--- src/hw/rtl/pmct_pkg.sv ---
// Shared types, codes and constants for the PS/2 mouse packet cursor tracker.
package pmct_pkg;

  // Coordinate and field widths fixed by the interface.
  localparam int COORD_BITS        = 12;
  localparam int SIZE_BITS         = COORD_BITS + 1;
  localparam int WINDOW_BITS       = 16;
  localparam int CFG_DATA_BITS     = 16;
  localparam int CFG_INDEX_BITS    = 2;
  localparam int OP_BITS           = 3;
  localparam int BYTE_BITS         = 8;
  localparam int NOW_BITS          = 32;
  localparam int TIME_BITS_DEFAULT = 32;

  // Operation codes carried in the op field of an input word.
  localparam logic [OP_BITS-1:0] OP_DATA         = 3'd0;
  localparam logic [OP_BITS-1:0] OP_TAKE_CLICK   = 3'd1;
  localparam logic [OP_BITS-1:0] OP_TAKE_DOUBLE  = 3'd2;
  localparam logic [OP_BITS-1:0] OP_TAKE_RIGHT   = 3'd3;
  localparam logic [OP_BITS-1:0] OP_INJECT_CLICK = 3'd4;
  localparam logic [OP_BITS-1:0] OP_DRAIN        = 3'd5;

  // Configuration register indexes.
  localparam logic [CFG_INDEX_BITS-1:0] CFG_SCREEN_WIDTH  = 2'd0;
  localparam logic [CFG_INDEX_BITS-1:0] CFG_SCREEN_HEIGHT = 2'd1;
  localparam logic [CFG_INDEX_BITS-1:0] CFG_DOUBLE_WINDOW = 2'd2;

  // Configuration reset values.
  localparam logic [SIZE_BITS-1:0]   SCREEN_WIDTH_RST  = 13'd960;
  localparam logic [SIZE_BITS-1:0]   SCREEN_HEIGHT_RST = 13'd720;
  localparam logic [WINDOW_BITS-1:0] WINDOW_RST        = 16'd350;

  // Cursor reset position.
  localparam logic [COORD_BITS-1:0] POS_X_RST = 12'd480;
  localparam logic [COORD_BITS-1:0] POS_Y_RST = 12'd360;

  // Packet byte positions.
  localparam logic [1:0] IDX_HEADER = 2'd0;
  localparam logic [1:0] IDX_XDELTA = 2'd1;
  localparam logic [1:0] IDX_YDELTA = 2'd2;

  // Header byte bit positions.
  localparam int HDR_LEFT_BIT  = 0;
  localparam int HDR_RIGHT_BIT = 1;
  localparam int HDR_SYNC_BIT  = 3;
  localparam int HDR_XSIGN_BIT = 4;
  localparam int HDR_YSIGN_BIT = 5;
  localparam logic [BYTE_BITS-1:0] HDR_OVF_MASK = 8'hC0;

  // Pointer acceleration: gain of 2 plus min(14, (|d|-4)^2/8) above |d| = 4.
  localparam logic [4:0] GAIN_BASE     = 5'd2;
  localparam logic [4:0] BOOST_MAX     = 5'd14;
  localparam logic [8:0] BOOST_BIAS    = 9'd4;
  localparam logic [8:0] BOOST_SAT_MAG = 9'd15;

  // Controller states.
  typedef enum logic [2:0] {
    ST_IDLE,
    ST_GAIN_X,
    ST_MOVE_X,
    ST_GAIN_Y,
    ST_MOVE_Y,
    ST_EMIT
  } state_t;

  // Commands from the controller to the datapath.
  typedef struct packed {
    logic take_item;
    logic gain_run;
    logic move_run;
    logic axis_y;
    logic emit;
  } cmd_t;

  // Status from the datapath to the controller.
  typedef struct packed {
    logic item_moves;
    logic result_free;
  } status_t;

endpackage

--- src/hw/rtl/pmct_ifs.sv ---
// Valid/ready channel interfaces for input words and result words.
interface pmct_in_if;
  logic                             valid;
  logic                             ready;
  logic [pmct_pkg::OP_BITS-1:0]     op;
  logic [pmct_pkg::BYTE_BITS-1:0]   data_byte;
  logic [pmct_pkg::NOW_BITS-1:0]    now_ms;

  modport source (output valid, output op, output data_byte, output now_ms, input ready);
  modport sink   (input valid, input op, input data_byte, input now_ms, output ready);
endinterface

interface pmct_out_if;
  logic                              valid;
  logic                              ready;
  logic [pmct_pkg::COORD_BITS-1:0]   cursor_x;
  logic [pmct_pkg::COORD_BITS-1:0]   cursor_y;
  logic                              left_down;
  logic                              right_down;
  logic                              click_pending;
  logic                              double_pending;
  logic                              right_pending;
  logic                              taken_flag;
  logic                              packet_done;
  logic                              byte_dropped;

  modport source (
    output valid, output cursor_x, output cursor_y, output left_down, output right_down,
    output click_pending, output double_pending, output right_pending,
    output taken_flag, output packet_done, output byte_dropped,
    input ready
  );
  modport sink (
    input valid, input cursor_x, input cursor_y, input left_down, input right_down,
    input click_pending, input double_pending, input right_pending,
    input taken_flag, input packet_done, input byte_dropped,
    output ready
  );
endinterface

--- src/hw/rtl/pmct_ctrl.sv ---
// Controller state machine that sequences one input word through the datapath.
module pmct_ctrl (
  input  logic               clk,
  input  logic               rst,
  input  logic               item_valid,
  output logic               item_ready,
  input  pmct_pkg::status_t  status,
  output pmct_pkg::cmd_t     cmd
);

  pmct_pkg::state_t state;
  pmct_pkg::state_t state_next;

  always_ff @(posedge clk) begin
    if (rst) begin
      state <= pmct_pkg::ST_IDLE;
    end else begin
      state <= state_next;
    end
  end

  always_comb begin
    state_next = state;
    unique case (state)
      pmct_pkg::ST_IDLE: begin
        if (item_valid) begin
          state_next = status.item_moves ? pmct_pkg::ST_GAIN_X : pmct_pkg::ST_EMIT;
        end
      end
      pmct_pkg::ST_GAIN_X: state_next = pmct_pkg::ST_MOVE_X;
      pmct_pkg::ST_MOVE_X: state_next = pmct_pkg::ST_GAIN_Y;
      pmct_pkg::ST_GAIN_Y: state_next = pmct_pkg::ST_MOVE_Y;
      pmct_pkg::ST_MOVE_Y: state_next = pmct_pkg::ST_EMIT;
      pmct_pkg::ST_EMIT: begin
        if (status.result_free) begin
          state_next = pmct_pkg::ST_IDLE;
        end
      end
      default: state_next = pmct_pkg::ST_IDLE;
    endcase
  end

  always_comb begin
    item_ready    = 1'b0;
    cmd.take_item = 1'b0;
    cmd.gain_run  = 1'b0;
    cmd.move_run  = 1'b0;
    cmd.axis_y    = 1'b0;
    cmd.emit      = 1'b0;
    unique case (state)
      pmct_pkg::ST_IDLE: begin
        item_ready    = 1'b1;
        cmd.take_item = item_valid;
      end
      pmct_pkg::ST_GAIN_X: cmd.gain_run = 1'b1;
      pmct_pkg::ST_MOVE_X: cmd.move_run = 1'b1;
      pmct_pkg::ST_GAIN_Y: begin
        cmd.gain_run = 1'b1;
        cmd.axis_y   = 1'b1;
      end
      pmct_pkg::ST_MOVE_Y: begin
        cmd.move_run = 1'b1;
        cmd.axis_y   = 1'b1;
      end
      pmct_pkg::ST_EMIT: cmd.emit = status.result_free;
      default: ;
    endcase
  end

endmodule

--- src/hw/rtl/pmct_datapath.sv ---
// Datapath: packet assembly, button and click flags, shared gain unit, cursor clamp,
// configuration registers and the result register.
module pmct_datapath #(
  parameter int TIME_BITS = pmct_pkg::TIME_BITS_DEFAULT
) (
  input  logic                                 clk,
  input  logic                                 rst,
  input  logic                                 cfg_we,
  input  logic [pmct_pkg::CFG_INDEX_BITS-1:0]  cfg_index,
  input  logic [pmct_pkg::CFG_DATA_BITS-1:0]   cfg_data,
  input  logic [pmct_pkg::OP_BITS-1:0]         op,
  input  logic [pmct_pkg::BYTE_BITS-1:0]       data_byte,
  input  logic [pmct_pkg::NOW_BITS-1:0]        now_ms,
  input  pmct_pkg::cmd_t                       cmd,
  output pmct_pkg::status_t                    status,
  output logic                                 result_valid,
  input  logic                                 result_ready,
  output logic [pmct_pkg::COORD_BITS-1:0]      cursor_x,
  output logic [pmct_pkg::COORD_BITS-1:0]      cursor_y,
  output logic                                 left_down,
  output logic                                 right_down,
  output logic                                 click_pending,
  output logic                                 double_pending,
  output logic                                 right_pending,
  output logic                                 taken_flag,
  output logic                                 packet_done,
  output logic                                 byte_dropped
);

  localparam int CB = pmct_pkg::COORD_BITS;
  localparam int SB = pmct_pkg::SIZE_BITS;
  localparam int SUM_BITS = CB + 4;
  localparam logic [SB-1:0] COORD_LIMIT = SB'(1) << CB;

  // Gain for a delta magnitude, 2..16.
  function automatic logic [4:0] gain_of(input logic [8:0] mag);
    logic [3:0] m;
    logic [6:0] sq;
    logic [4:0] g;
    m  = 4'(mag - pmct_pkg::BOOST_BIAS);
    sq = 7'(m * m);
    if (mag <= pmct_pkg::BOOST_BIAS) begin
      g = pmct_pkg::GAIN_BASE;
    end else if (mag >= pmct_pkg::BOOST_SAT_MAG) begin
      g = pmct_pkg::GAIN_BASE + pmct_pkg::BOOST_MAX;
    end else begin
      g = pmct_pkg::GAIN_BASE + 5'(sq >> 3);
    end
    return g;
  endfunction

  // Configuration.
  logic [SB-1:0]                       screen_width;
  logic [SB-1:0]                       screen_height;
  logic [pmct_pkg::WINDOW_BITS-1:0]    double_click_window;

  // Tracker state.
  logic [1:0]                          byte_index;
  logic [pmct_pkg::BYTE_BITS-1:0]      header_byte;
  logic [pmct_pkg::BYTE_BITS-1:0]      x_delta_byte;
  logic [pmct_pkg::BYTE_BITS-1:0]      y_delta_byte;
  logic [CB-1:0]                       pos_x;
  logic [CB-1:0]                       pos_y;
  logic                                left_held;
  logic                                right_held;
  logic                                left_edge_flag;
  logic                                right_edge_flag;
  logic                                double_flag;
  logic [TIME_BITS-1:0]                last_press_time;

  // Per-word result flags and the shared gain unit output.
  logic                                taken;
  logic                                done;
  logic                                dropped;
  logic signed [14:0]                  scaled;

  // Combinational helpers.
  logic [TIME_BITS-1:0]                now_t;
  logic [TIME_BITS-1:0]                gap;
  logic                                gap_short;
  logic                                left_now;
  logic                                right_now;
  logic signed [8:0]                   delta;
  logic [8:0]                          mag;
  logic [4:0]                          gain;
  logic [SB-1:0]                       size_raw;
  logic [SB-1:0]                       lim;
  logic [CB-1:0]                       pos_cur;
  logic signed [SUM_BITS-1:0]          sum;
  logic [CB-1:0]                       pos_new;

  assign now_t     = now_ms[TIME_BITS-1:0];
  assign gap       = now_t - last_press_time;
  assign gap_short = gap < TIME_BITS'(double_click_window);
  assign left_now  = header_byte[pmct_pkg::HDR_LEFT_BIT];
  assign right_now = header_byte[pmct_pkg::HDR_RIGHT_BIT];

  // A data byte in the last packet position with a clean header moves the cursor.
  assign status.item_moves  = (op == pmct_pkg::OP_DATA) &&
                              (byte_index != pmct_pkg::IDX_HEADER) &&
                              (byte_index != pmct_pkg::IDX_XDELTA) &&
                              ((header_byte & pmct_pkg::HDR_OVF_MASK) == '0);
  assign status.result_free = !result_valid || result_ready;

  // Gain unit: sign-extend the 9-bit delta, look up the gain, multiply.
  assign delta = cmd.axis_y ? $signed({header_byte[pmct_pkg::HDR_YSIGN_BIT], y_delta_byte})
                            : $signed({header_byte[pmct_pkg::HDR_XSIGN_BIT], x_delta_byte});
  assign mag   = delta[8] ? 9'(-delta) : 9'(delta);
  assign gain  = gain_of(mag);

  // Clamp unit: add the scaled delta and hold the result inside the screen.
  assign size_raw = cmd.axis_y ? screen_height : screen_width;
  assign pos_cur  = cmd.axis_y ? pos_y : pos_x;
  assign sum      = $signed({4'b0, pos_cur}) + SUM_BITS'(scaled);

  always_comb begin
    priority if (size_raw == '0) begin
      lim = SB'(1);
    end else if (size_raw > COORD_LIMIT) begin
      lim = COORD_LIMIT;
    end else begin
      lim = size_raw;
    end
  end

  always_comb begin
    priority if (sum < 0) begin
      pos_new = '0;
    end else if (sum >= $signed({{(SUM_BITS-SB){1'b0}}, lim})) begin
      pos_new = CB'(lim - SB'(1));
    end else begin
      pos_new = sum[CB-1:0];
    end
  end

  always_ff @(posedge clk) begin
    if (rst) begin
      screen_width        <= pmct_pkg::SCREEN_WIDTH_RST;
      screen_height       <= pmct_pkg::SCREEN_HEIGHT_RST;
      double_click_window <= pmct_pkg::WINDOW_RST;
    end else if (cfg_we) begin
      unique case (cfg_index)
        pmct_pkg::CFG_SCREEN_WIDTH:  screen_width        <= cfg_data[SB-1:0];
        pmct_pkg::CFG_SCREEN_HEIGHT: screen_height       <= cfg_data[SB-1:0];
        pmct_pkg::CFG_DOUBLE_WINDOW: double_click_window <= cfg_data;
        default: ;
      endcase
    end
  end

  always_ff @(posedge clk) begin
    if (rst) begin
      byte_index      <= pmct_pkg::IDX_HEADER;
      header_byte     <= '0;
      x_delta_byte    <= '0;
      pos_x           <= pmct_pkg::POS_X_RST;
      pos_y           <= pmct_pkg::POS_Y_RST;
      left_held       <= 1'b0;
      right_held      <= 1'b0;
      left_edge_flag  <= 1'b0;
      right_edge_flag <= 1'b0;
      double_flag     <= 1'b0;
      last_press_time <= '0;
      taken           <= 1'b0;
      done            <= 1'b0;
      dropped         <= 1'b0;
    end else if (cmd.take_item) begin
      taken   <= 1'b0;
      done    <= 1'b0;
      dropped <= 1'b0;
      unique case (op)
        pmct_pkg::OP_DATA: begin
          priority if (byte_index == pmct_pkg::IDX_HEADER) begin
            if (!data_byte[pmct_pkg::HDR_SYNC_BIT]) begin
              dropped <= 1'b1;
            end else begin
              header_byte <= data_byte;
              byte_index  <= pmct_pkg::IDX_XDELTA;
            end
          end else if (byte_index == pmct_pkg::IDX_XDELTA) begin
            x_delta_byte <= data_byte;
            byte_index   <= pmct_pkg::IDX_YDELTA;
          end else begin
            byte_index <= pmct_pkg::IDX_HEADER;
            if ((header_byte & pmct_pkg::HDR_OVF_MASK) != '0) begin
              dropped <= 1'b1;
            end else begin
              done <= 1'b1;
              if (left_now && !left_held) begin
                left_edge_flag  <= 1'b1;
                last_press_time <= now_t;
                if (gap_short) begin
                  double_flag <= 1'b1;
                end
              end
              if (right_now && !right_held) begin
                right_edge_flag <= 1'b1;
              end
              left_held  <= left_now;
              right_held <= right_now;
            end
          end
        end
        pmct_pkg::OP_TAKE_CLICK: begin
          taken          <= left_edge_flag;
          left_edge_flag <= 1'b0;
        end
        pmct_pkg::OP_TAKE_DOUBLE: begin
          taken       <= double_flag;
          double_flag <= 1'b0;
        end
        pmct_pkg::OP_TAKE_RIGHT: begin
          taken           <= right_edge_flag;
          right_edge_flag <= 1'b0;
        end
        pmct_pkg::OP_INJECT_CLICK: left_edge_flag <= 1'b1;
        pmct_pkg::OP_DRAIN: begin
          left_edge_flag  <= 1'b0;
          double_flag     <= 1'b0;
          right_edge_flag <= 1'b0;
        end
        default: ;
      endcase
    end else if (cmd.move_run) begin
      if (cmd.axis_y) begin
        pos_y <= pos_new;
      end else begin
        pos_x <= pos_new;
      end
    end
  end

  // The y byte and the scaled delta are payload only.
  always_ff @(posedge clk) begin
    if (cmd.take_item) begin
      y_delta_byte <= data_byte;
    end
    if (cmd.gain_run) begin
      scaled <= 15'(delta * $signed({1'b0, gain}));
    end
  end

  always_ff @(posedge clk) begin
    if (rst) begin
      result_valid <= 1'b0;
    end else if (cmd.emit) begin
      result_valid <= 1'b1;
    end else if (result_ready) begin
      result_valid <= 1'b0;
    end
  end

  always_ff @(posedge clk) begin
    if (cmd.emit) begin
      cursor_x       <= pos_x;
      cursor_y       <= pos_y;
      left_down      <= left_held;
      right_down     <= right_held;
      click_pending  <= left_edge_flag;
      double_pending <= double_flag;
      right_pending  <= right_edge_flag;
      taken_flag     <= taken;
      packet_done    <= done;
      byte_dropped   <= dropped;
    end
  end

endmodule

--- src/hw/rtl/ps2_mouse_packet_cursor_tracker.sv ---
// Top level of the PS/2 mouse packet cursor tracker: controller, datapath and channels.
//
// The tracker takes one word per operation from the item channel: a mouse data byte
// or a flag operation (take click, take double click, take right click, inject a
// click, drain all flags), together with the current millisecond time. Data bytes
// are gathered into three-byte packets; a header byte without its sync bit is
// dropped so the stream can resync, and a packet whose header shows an overflow is
// dropped when its last byte arrives. A completed packet updates the button state,
// latches left and right press edges, flags a double click when the left press
// follows the previous one by less than the double-click window, and moves the
// cursor by each delta times an acceleration gain of 2 to 16, clamped to the
// configured screen. Every word yields exactly one result word on the result
// channel carrying the cursor, buttons, pending flags and per-word status. A word
// that completes a moving packet first passes through a gain step and a move
// step for x and then for y, since a single shared gain multiplier and a single
// add-and-clamp unit handle both axes; any other word goes straight to the emit
// state. The item channel is ready only while the controller is idle, so one word
// is in progress at a time; a finished result waits in the output register while
// the next word is accepted and processed, and only the final load into that
// register waits on the result channel. The user must write the configuration
// registers through cfg_we, cfg_index and cfg_data only while the block is idle;
// the block does not enforce this. There is no clearing pass after reset.
module ps2_mouse_packet_cursor_tracker #(
  parameter int TIME_BITS = pmct_pkg::TIME_BITS_DEFAULT
) (
  input  logic                                clk,
  input  logic                                rst,
  input  logic                                cfg_we,
  input  logic [pmct_pkg::CFG_INDEX_BITS-1:0] cfg_index,
  input  logic [pmct_pkg::CFG_DATA_BITS-1:0]  cfg_data,
  pmct_in_if.sink                             item,
  pmct_out_if.source                          result
);

  // Command and status between the sequencer and the datapath.
  pmct_pkg::cmd_t    cmd;
  pmct_pkg::status_t status;

  // The controller owns the item handshake and steps the datapath through the
  // gain and move steps of each axis when a packet completes.
  pmct_ctrl u_ctrl (
    .clk        (clk),
    .rst        (rst),
    .item_valid (item.valid),
    .item_ready (item.ready),
    .status     (status),
    .cmd        (cmd)
  );

  // The datapath holds all tracker state, the configuration and the result register.
  pmct_datapath #(
    .TIME_BITS (TIME_BITS)
  ) u_datapath (
    .clk            (clk),
    .rst            (rst),
    .cfg_we         (cfg_we),
    .cfg_index      (cfg_index),
    .cfg_data       (cfg_data),
    .op             (item.op),
    .data_byte      (item.data_byte),
    .now_ms         (item.now_ms),
    .cmd            (cmd),
    .status         (status),
    .result_valid   (result.valid),
    .result_ready   (result.ready),
    .cursor_x       (result.cursor_x),
    .cursor_y       (result.cursor_y),
    .left_down      (result.left_down),
    .right_down     (result.right_down),
    .click_pending  (result.click_pending),
    .double_pending (result.double_pending),
    .right_pending  (result.right_pending),
    .taken_flag     (result.taken_flag),
    .packet_done    (result.packet_done),
    .byte_dropped   (result.byte_dropped)
  );

endmodule

--- src/flat_wrapper.sv ---
// flat-port wrapper written by rule: the top's interface ports become plain ports
module ps2_mouse_packet_cursor_tracker_flat 
#(
  parameter int TIME_BITS = pmct_pkg::TIME_BITS_DEFAULT
)
  (clk, rst, cfg_we, cfg_index, cfg_data, item_valid, item_op, item_data_byte, item_now_ms, item_ready, result_valid, result_cursor_x, result_cursor_y, result_left_down, result_right_down, result_click_pending, result_double_pending, result_right_pending, result_taken_flag, result_packet_done, result_byte_dropped, result_ready);
  pmct_in_if item_i ();
  pmct_out_if result_i ();
  input  logic clk;
  input  logic rst;
  input  logic cfg_we;
  input  logic [pmct_pkg::CFG_INDEX_BITS-1:0] cfg_index;
  input  logic [pmct_pkg::CFG_DATA_BITS-1:0] cfg_data;
  input wire logic [$bits(item_i.valid)-1:0] item_valid;
  input wire logic [$bits(item_i.op)-1:0] item_op;
  input wire logic [$bits(item_i.data_byte)-1:0] item_data_byte;
  input wire logic [$bits(item_i.now_ms)-1:0] item_now_ms;
  output wire logic [$bits(item_i.ready)-1:0] item_ready;
  output wire logic [$bits(result_i.valid)-1:0] result_valid;
  output wire logic [$bits(result_i.cursor_x)-1:0] result_cursor_x;
  output wire logic [$bits(result_i.cursor_y)-1:0] result_cursor_y;
  output wire logic [$bits(result_i.left_down)-1:0] result_left_down;
  output wire logic [$bits(result_i.right_down)-1:0] result_right_down;
  output wire logic [$bits(result_i.click_pending)-1:0] result_click_pending;
  output wire logic [$bits(result_i.double_pending)-1:0] result_double_pending;
  output wire logic [$bits(result_i.right_pending)-1:0] result_right_pending;
  output wire logic [$bits(result_i.taken_flag)-1:0] result_taken_flag;
  output wire logic [$bits(result_i.packet_done)-1:0] result_packet_done;
  output wire logic [$bits(result_i.byte_dropped)-1:0] result_byte_dropped;
  input wire logic [$bits(result_i.ready)-1:0] result_ready;
  assign item_i.valid = item_valid;
  assign item_i.op = item_op;
  assign item_i.data_byte = item_data_byte;
  assign item_i.now_ms = item_now_ms;
  assign item_ready = item_i.ready;
  assign result_valid = result_i.valid;
  assign result_cursor_x = result_i.cursor_x;
  assign result_cursor_y = result_i.cursor_y;
  assign result_left_down = result_i.left_down;
  assign result_right_down = result_i.right_down;
  assign result_click_pending = result_i.click_pending;
  assign result_double_pending = result_i.double_pending;
  assign result_right_pending = result_i.right_pending;
  assign result_taken_flag = result_i.taken_flag;
  assign result_packet_done = result_i.packet_done;
  assign result_byte_dropped = result_i.byte_dropped;
  assign result_i.ready = result_ready;
  ps2_mouse_packet_cursor_tracker #(.TIME_BITS(TIME_BITS)) u_core (.clk(clk), .rst(rst), .cfg_we(cfg_we), .cfg_index(cfg_index), .cfg_data(cfg_data), .item(item_i), .result(result_i));
endmodule
--- config.mk ---
export PLATFORM = sky130hd
export DESIGN_NAME = ps2_mouse_packet_cursor_tracker_flat
export DESIGN_NICKNAME = d
export VERILOG_FILES = /design/src/hw/rtl/pmct_pkg.sv /design/src/hw/rtl/pmct_ifs.sv /design/src/hw/rtl/pmct_ctrl.sv /design/src/hw/rtl/pmct_datapath.sv /design/src/hw/rtl/ps2_mouse_packet_cursor_tracker.sv /design/src/flat_wrapper.sv
export SDC_FILE = /design/constraint.sdc
export NUM_CORES = 1
export LEC_CHECK = 0
export BUFFER_PORTS_ARGS = -buffer_cell sky130_fd_sc_hd__buf_4
export CAP_MARGIN = 20
export CELL_PAD_IN_SITES_DETAIL_PLACEMENT = 1
export CELL_PAD_IN_SITES_GLOBAL_PLACEMENT = 1
export CORE_MARGIN = 3
export CORE_UTILIZATION = 45
export DETAILED_ROUTE_END_ITERATION = 10
export PLACE_DENSITY = 0.82
export SYNTH_ARGS = -nofsm -noshare
export SYNTH_HDL_FRONTEND = slang
export SYNTH_SLANG_ARGS = --single-unit
--- constraint.sdc ---
create_clock -name clk -period 15.2 [get_ports clk]
set_input_delay 3.04 -clock clk [delete_from_list [all_inputs] [get_ports clk]]
set_output_delay 3.04 -clock clk [all_outputs]
set_load 0.05 [all_outputs]
==> results of run 1 <==
layer usage:
metal  vias to the layer above  track usage  wire length [um]
li1                       5408            -                 -
met1                      5540        0.314             16500
met2                       202        0.411             17700
met3                        44       0.0343              1400
met4                         0       0.0570               536
met5                         -            0                 0
cells by family (layout without fill, tap and decap cells):
kind of cell               Yosys count  after routing
xor gates and xnor gates            55             55
buffers and inverters              179            258
DFF                                181            181
muxes                               48             48
AOI/OAI and AO/OA                  363            363
and+or+nand+nor                    542            542
adders and majority gates          134            134
placed cells by master (no fill, tap or decap), drive strengths merged, types with 6 or more instances in the layout:
cell type    n
xnor2       33
fa          30
ha         104
nand3       23
and2         9
dfxtp      126
nor2b        9
clkbuf      17
mux2        16
nand4       10
a211oi       9
a31oi       16
inv        127
a21o        26
o31ai        8
a22o         7
a21oi      142
nor2       155
nand2b      12
mux2i       32
o22ai        7
nor3        27
o21ai       50
o21a        17
nand2      211
edfxtp      55
xor2        22
buf        107
and3         8
or3          8
o21bai      12
or2         15
nor3b       21
clkinv       6
nand3b      14
a211o        8
power by group through the flow:
stage                     Sequential (mW)  Combinational, mW  Clock (mW)
after global routing                0.549              0.519       0.465
after detailed placement            0.557              0.458           0
after global placement              0.555              0.437           0
final                               0.546              0.469       0.438
after CTS                           0.546              0.467       0.447
after floorplan                     0.556              0.332           0
per-stage QoR:
step / instances / utilization / setup slack, ns / instance area (sq um)
after global placement: 1920 / 0.501 / 6.47 / 13700
after floorplan: 1502 / - / 8.32 / 12700
after CTS: 1953 / 0.522 / 6.05 / 14300
after global routing: 1953 / 0.522 / 5.42 / 14300
final: 1953 / 0.522 / 6.01 / 14300
after detailed placement: 1921 / 0.502 / 6.09 / 13700
final timing paths:
path                                                   end                              startpoint  depth (start not counted)  slack, ns
setup / recovery    u_core.u_datapath.scaled[14]$_DFFE_PP_     u_core.u_ctrl.state[2]$_SDFFE_PP0P_                         27       6.01
setup reg to reg    u_core.u_datapath.scaled[14]$_DFFE_PP_     u_core.u_ctrl.state[2]$_SDFFE_PP0P_                         27       6.01
hold / removal    u_core.u_datapath.byte_dropped$_DFFE_PP_  u_core.u_datapath.dropped$_SDFFE_PP0P_                          0       0.46
hold reg to reg   u_core.u_datapath.byte_dropped$_DFFE_PP_  u_core.u_datapath.dropped$_SDFFE_PP0P_                          0       0.46
flip-flops by register name, summed over array words and instances, names as in the netlist, 2 cells and up:
signal	flops
u_core.u_ctrl.state	3
u_core.u_datapath.byte_index	2
u_core.u_datapath.cursor_x	12
u_core.u_datapath.cursor_y	12
u_core.u_datapath.double_click_window	16
u_core.u_datapath.header_byte	6
u_core.u_datapath.last_press_time	32
u_core.u_datapath.pos_x	12
u_core.u_datapath.pos_y	12
u_core.u_datapath.scaled	15
u_core.u_datapath.screen_height	13
u_core.u_datapath.screen_width	13
u_core.u_datapath.x_delta_byte	8
u_core.u_datapath.y_delta_byte	8
cell usage after synthesis (all sizes together) (14+ instances only):
cell and n:
a21oi 142, xnor2 33, a31oi 16, o21ai 50
nor3b 21, mux2 16, fa 30, mux2i 32
nand3b 14, a21o 26, or2 15, ha 104
o21a 17, nor2 155, xor2 22, nand3 23
nand2 211, buf 18, dfxtp 126, edfxtp 55
inv 119, nor3 27, clkbuf 42
cell type report:
| class | count | area (sq um) | area share |
|---|---|---|---|
| clock buffer | 17 | 425 | 0.0297 |
| clock inverter | 15 | 139 | 0.00971 |
| multi-input combinational | 1142 | 7840 | 0.548 |
| sequential | 181 | 4170 | 0.292 |
| inverter | 119 | 447 | 0.0312 |
| timing repair buffer | 107 | 823 | 0.0575 |
| tap | 372 | 465 | 0.0325 |
==> results by group, run 1 <==
Power and ir drop
  – Highest ir drop seen on vdd: approximately 0.000059 V
  – Portion of total power attributed to combinational logic: 0.322
  – Sequential share of power: 0.376
  – Overall power consumption: ~1.5 mW
  – Clock share of power: 0.302
  – Internal Pwr Total: approximately 920 uW
  – Standby leakage power: between 5 and 6 nW
  – Switching power as a share of total power: 0.367
  – Power Density: roughly 100 mW/mm^2
  – P_sw: between 500 and 600 uW

Placement
  – RePlAce Congestion: approximately 0.9
  – HPWL after DPL: about 28 mm
  – Number of buffer cells added on primary ports: 99

Clock tree
  – Post-CTS setup buffers: 0
  – CTS tree: yes
  – Largest buffer count on any clock path: 2
  – Total CTS buffers: 17
  – Cell at the root of the clock tree: sky130_fd_sc_hd__clkbuf_16
  – Post-CTS Resized: 0
  – Latest clock arrival within the worst-skew pair: approximately 0.44 ns
  – Total clock sinks: 181
  – Hold-fix buffers at CTS: 0
  – Number of H-tree levels: 4
  – Clk slew on worst S/H paths: approximately 0.080 ns

Critical path
  – Type of destination of the critical path: flop
  – Critical path's top delay family: adder cells
  – Element type at the critical path start: flop
  – Critical Path Fanout Max: 28
  – CP Class: flop to flop
  – Cell repeated most along the worst path: sky130_fd_sc_hd__ha_1
  – Cell with the largest stage delay on the worst path: sky130_fd_sc_hd__dfxtp_1
  – Biggest cell delay along the critical path: roughly 0.95 ns
  – Total buffers and inverters traversed by the critical path: 2
  – Req. time, crit path: roughly 15 ns
  – Arrival time at the worst endpoint: roughly 9.4 ns

Routing
  – 1st-pass router iterations: 5
  – First DRT Iteration DRCs: 694
  – Via density: approximately 5.7
  – DRC violations left: 0
  – WL final: around 36 mm
  – Via Count: 11,194
  – Routed WL per cell: about 19 um
  – Count of antenna-violating nets left after detailed routing: 0

Logic synthesis
  – Share of the synthesized netlist area taken by xor and xnor gates: 0.0385
  – Synthesized-area fraction occupied by and/or/nand/nor cells: 0.203
  – Area fraction in compound gates after synthesis: 0.185
  – Share of the yosys chip area belonging to registers: 0.328
  – Synthesis-stage register bit count: around 180
  – Mean Syn Cell Area: between 8 and 9 sq um
  – Post-synthesis net count: approximately 1,700
  – Number of library cell types mapped by synthesis: 89
  – Main area contributors after synthesis: sky130_fd_sc_hd__dfxtp_1 (20%), sky130_fd_sc_hd__edfxtp_1 (13%), sky130_fd_sc_hd__ha_1 (10%), sky130_fd_sc_hd__nand2_1 (6.1%), sky130_fd_sc_hd__a21oi_1 (5.5%)
  – Number of synthesized flops with an enable pin: 55
  – Warnings, synthesis: 0
  – Cell area after synthesis: approximately 0.013 sq mm
  – Post-synthesis mux area share: 0.0393
  – Most used flip-flop cell after synthesis: sky130_fd_sc_hd__dfxtp_1
  – Async set-or-reset flop fraction in the synthesized netlist: 0
  – Main combinational cell family by area after synthesis: simple AND/OR/NAND/NOR gates
  – Cell type with the largest total area after synthesis: sky130_fd_sc_hd__dfxtp_1
  – Portion of synthesized cell area occupied by the leading cell type: 0.198
  – Adder-cell share of the synthesized area: 0.150
  – Gate count of the mapped netlist: about 1,500

STA
  – Count of final hold-check violations: 0
  – Post-route minimum period: just over 9 ns
  – Slew at the pin with the worst max-slew slack: between 1 and 1.5 ns
  – F_max: ~110 MHz
  – Final worst path period share: 0.605
  – Setup repair after global routing missed its margin: no
  – Summed negative setup slack over all endpoints: 0 ns
  – Final setup vio count: 0
  – Headroom to the max-slew limit: 0.312
  – Clock skew: ~0.018 ns
  – Worst hold slack across all endpoints: approximately 0.46 ns
  – Final count of pins violating max slew: 0

Cells and area
  – Number of fillers in the final layout: around 3,300
  – Final nets: 1,768
  – Layout area overhead: 12.5%
  – Number of antenna cells inserted: 0
  – Share of final-layout standard cells stronger than drive strength 1: 0.121

Floorplanning
  – Starting density of the core: 0.464
  – DIE AREA: roughly 0.030 sq mm
  – Horizontal extent of the die: 174 um
  – Num ports: 100
  – Row count: 60
  – Core box area: about 0.027 sq mm
  – Die Height: ~170 um

Global route
  – Global-route usage over all layers: 0.237
  – Vias in the first global route: roughly 12,000
  – Antenna violations before repair: 0
  – Largest net degree at the start of global routing: 82
  – Remaining global-route overflow: 0
  – Global-route wire length before repair: around 60 mm

Outcome
  – Outcome: complete, no violations

Flow run
  – Maximum capacitance violations: 0

Min path
  – Class of the most critical hold timing path: flop to flop
Note: power is estimated with default switching activity, not from simulation.
==> run 2: changes to the inputs <==
--- a/config.mk
+++ b/config.mk
@@ -10,9 +10,9 @@
 export CELL_PAD_IN_SITES_DETAIL_PLACEMENT = 1
 export CELL_PAD_IN_SITES_GLOBAL_PLACEMENT = 1
 export CORE_MARGIN = 3
-export CORE_UTILIZATION = 45
+export CORE_UTILIZATION = 42
 export DETAILED_ROUTE_END_ITERATION = 10
-export PLACE_DENSITY = 0.82
+export PLACE_DENSITY = 0.8
 export SYNTH_ARGS = -nofsm -noshare
 export SYNTH_HDL_FRONTEND = slang
 export SYNTH_SLANG_ARGS = --single-unit
==> constraint.sdc (replaced) <==
create_clock -name clk -period 8 [get_ports clk]
set_input_delay 1.6 -clock clk [delete_from_list [all_inputs] [get_ports clk]]
set_output_delay 1.6 -clock clk [all_outputs]
set_load 0.05 [all_outputs]
==> run 2 against run 1 <==
Net effect:
- first-iteration DRC count decreased by 17%
- total power rose by 89%
- clock skew decreased by 0.0060 ns
- via count down 0.73%
- die area rose by 6.9%
- fmax increased by 24%
- critical path depth up 2
- largest power group unchanged
==> results by group, run 2 (synthesis results as in run 1) <==
Outcome
  – Outcome: complete, no violations

Cells and area
  – Cell Count, Final, Fillers Out: 1,981
  – Flip-flop count of the largest register, all copies and words added: 32
  – Most common cell after layout, fill and taps aside: sky130_fd_sc_hd__nand2_1
  – Largest register by flop count: u_core.u_datapath.last_press_time
  – Share of the core filled with cells: 0.485
  – Leading cell types in the layout, fill and taps excluded: sky130_fd_sc_hd__nand2_1 (206), sky130_fd_sc_hd__nor2_1 (153), sky130_fd_sc_hd__a21oi_1 (139)
  – Share of final-layout standard cells stronger than drive strength 1: 0.127
  – Number of antenna cells inserted: 0
  – Layout area overhead: 13.3%
  – Final nets: 1,778
  – Biggest regs: u_core.u_datapath.last_press_time (32), u_core.u_datapath.double_click_window (16), u_core.u_datapath.scaled (15)
  – Number of fillers in the final layout: approximately 3,500

Routing
  – WL final: approximately 35 mm
  – DRC violations left: 0
  – Count of antenna-violating nets left after detailed routing: 0
  – Routed WL per cell: approximately 18 um
  – Via Count: ~11,000
  – First DRT Iteration DRCs: around 580
  – 1st-pass router iterations: 5
  – Via density: approximately 5.6

Critical path
  – Flop-to-flop setup slack: about 0.59 ns
  – Worst r2r src: u_core.u_ctrl.state[2]$_SDFFE_PP0P_
  – Arrival time at the worst endpoint: between 7 and 8 ns
  – Endpoint of the most critical register-to-register path: u_core.u_datapath.scaled[14]$_DFFE_PP_
  – Cell repeated most along the worst path: sky130_fd_sc_hd__ha_1
  – FF-to-FF path depth: 29
  – Cell with the largest stage delay on the worst path: sky130_fd_sc_hd__nor2b_1
  – Element type at the critical path start: flop
  – CP Class: flop to flop
  – Critical Path Fanout Max: 9
  – Biggest cell delay along the critical path: about 0.55 ns
  – Req. time, crit path: between 8 and 9 ns
  – Type of destination of the critical path: flop

Clock tree
  – Post-CTS Resized: 0
  – Latest clock arrival within the worst-skew pair: 0.46 ns
  – CTS tree: yes
  – Post-CTS setup buffers: 0
  – Total CTS buffers: 17
  – Number of H-tree levels: 4
  – Clk slew on worst S/H paths: 0.08 ns
  – Largest buffer count on any clock path: 2
  – Hold-fix buffers at CTS: 0
  – Cell at the root of the clock tree: sky130_fd_sc_hd__clkbuf_16
  – Total clock sinks: 181

Power and ir drop
  – Highest ir drop seen on vdd: between 0.0001 and 0.00015 V
  – Standby leakage power: approximately 5.8 nW
  – Power Density: between 150 and 200 mW/mm^2
  – Overall power consumption: 2.75 mW

STA
  – Least setup slack across all paths after layout: slightly below 0.6 ns
  – Post-route minimum period: ~7.4 ns
  – Clock skew: roughly 0.012 ns
  – Final setup vio count: 0
  – Summed negative setup slack over all endpoints: 0 ns
  – Count of final hold-check violations: 0
  – Final worst path period share: 0.926
  – F_max: 135 MHz
  – Final count of pins violating max slew: 0
  – Setup repair after global routing missed its margin: no
  – Headroom to the max-slew limit: 0.316
  – Slew at the pin with the worst max-slew slack: between 1 and 1.5 ns

Global route
  – Global-route usage over all layers: 0.218
  – Vias in the first global route: about 11,000
  – Antenna violations before repair: 0
  – Global-route wire length before repair: 58.3 mm
  – Remaining global-route overflow: 0
  – Largest net degree at the start of global routing: 73

Min path
  – End of the worst hold path: u_core.u_datapath.taken_flag$_DFFE_PP_
  – Startpoint of the lowest-slack hold path: u_core.u_datapath.taken$_SDFFE_PP0P_
  – Cell depth of the worst hold path: 0
  – Class of the most critical hold timing path: flop to flop

Floorplanning
  – Row count: 63
  – Core box area: 0.0297 sq mm
  – Horizontal extent of the die: approximately 180 um
  – Num ports: 100
  – Die Height: between 150 and 200 um
  – DIE AREA: between 0.03 and 0.04 sq mm
  – Starting density of the core: 0.428

Placement
  – RePlAce Congestion: around 0.93
  – Placement-stage worst setup slack: between 0.6 and 0.7 ns
  – Instance count after placement with tap cells included: 1,949
  – Number of buffer cells added on primary ports: 99
  – HPWL after DPL: between 20 and 30 mm

Flow run
  – Maximum capacitance violations: 0
run 2: critical path, delay by kind of cell (launching register included):
| family | cells | cell delay [ns] |
|---|---|---|
| AOI/OAI and AO/OA | 9 | 1.81 |
| buffers and inverters | 2 | 0.13 |
| and+or+nand+nor | 8 | 1.73 |
| DFF | 1 | 0.43 |
| xor gates and xnor gates | 3 | 0.33 |
| adders and majority gates | 7 | 2.69 |
run 2: worst max path at each step:
| stage | from | to |
|---|---|---|
| after detailed placement | u_core.u_ctrl.state[2]$_SDFFE_PP0P_ | u_core.u_datapath.scaled[14]$_DFFE_PP_ |
| final | u_core.u_ctrl.state[2]$_SDFFE_PP0P_ | u_core.u_datapath.scaled[14]$_DFFE_PP_ |
| after global placement | u_core.u_ctrl.state[2]$_SDFFE_PP0P_ | u_core.u_datapath.scaled[14]$_DFFE_PP_ |
| after CTS | u_core.u_ctrl.state[2]$_SDFFE_PP0P_ | u_core.u_datapath.scaled[14]$_DFFE_PP_ |
| after global routing | u_core.u_ctrl.state[2]$_SDFFE_PP0P_ | u_core.u_datapath.scaled[14]$_DFFE_PP_ |
| after floorplan | u_core.u_ctrl.state[2]$_SDFFE_PP0P_ | u_core.u_datapath.scaled[14]$_DFFE_PP_ |
run 2: layout make-up:
class                   count  area (sq um)  area share
inverters                 119           447      0.0310
flip-flops and latches    181          4170       0.290
well taps                 390           488      0.0339
clock inverters            13           125     0.00869
multi-input cells        1142          7840       0.544
clock buffers              19           433      0.0301
repair buffers            117           898      0.0624
run 2: per-stage QoR:
step / instance area, sq um / hold slack [ns]
3_5_place_dp: 13800 / 0.424
4_1_cts: 14400 / 0.446
2_1_floorplan: 12700 / 0.409
5_1_grt: 14400 / 0.457
6_report: 14400 / 0.444
3_3_place_gp: 13800 / 0.413
run 2: metal layers:
metal / vias to the layer above / track usage / routed length [um]
met5: - / 0 / 0
met4: 0 / 0.0666 / 794
met3: 44 / 0.0321 / 1200
met2: 200 / 0.363 / 16800
met1: 5465 / 0.294 / 16700
li1: 5403 / - / -
run 2: where the power goes:
part | switching, mW | internal (mW) | leakage (nW) | total (mW)
registers | 0.0329 | 0.997 | 1.54 | 1.03
clock network | 0.397 | 0.434 | 0.270 | 0.830
logic | 0.548 | 0.344 | 4.04 | 0.892
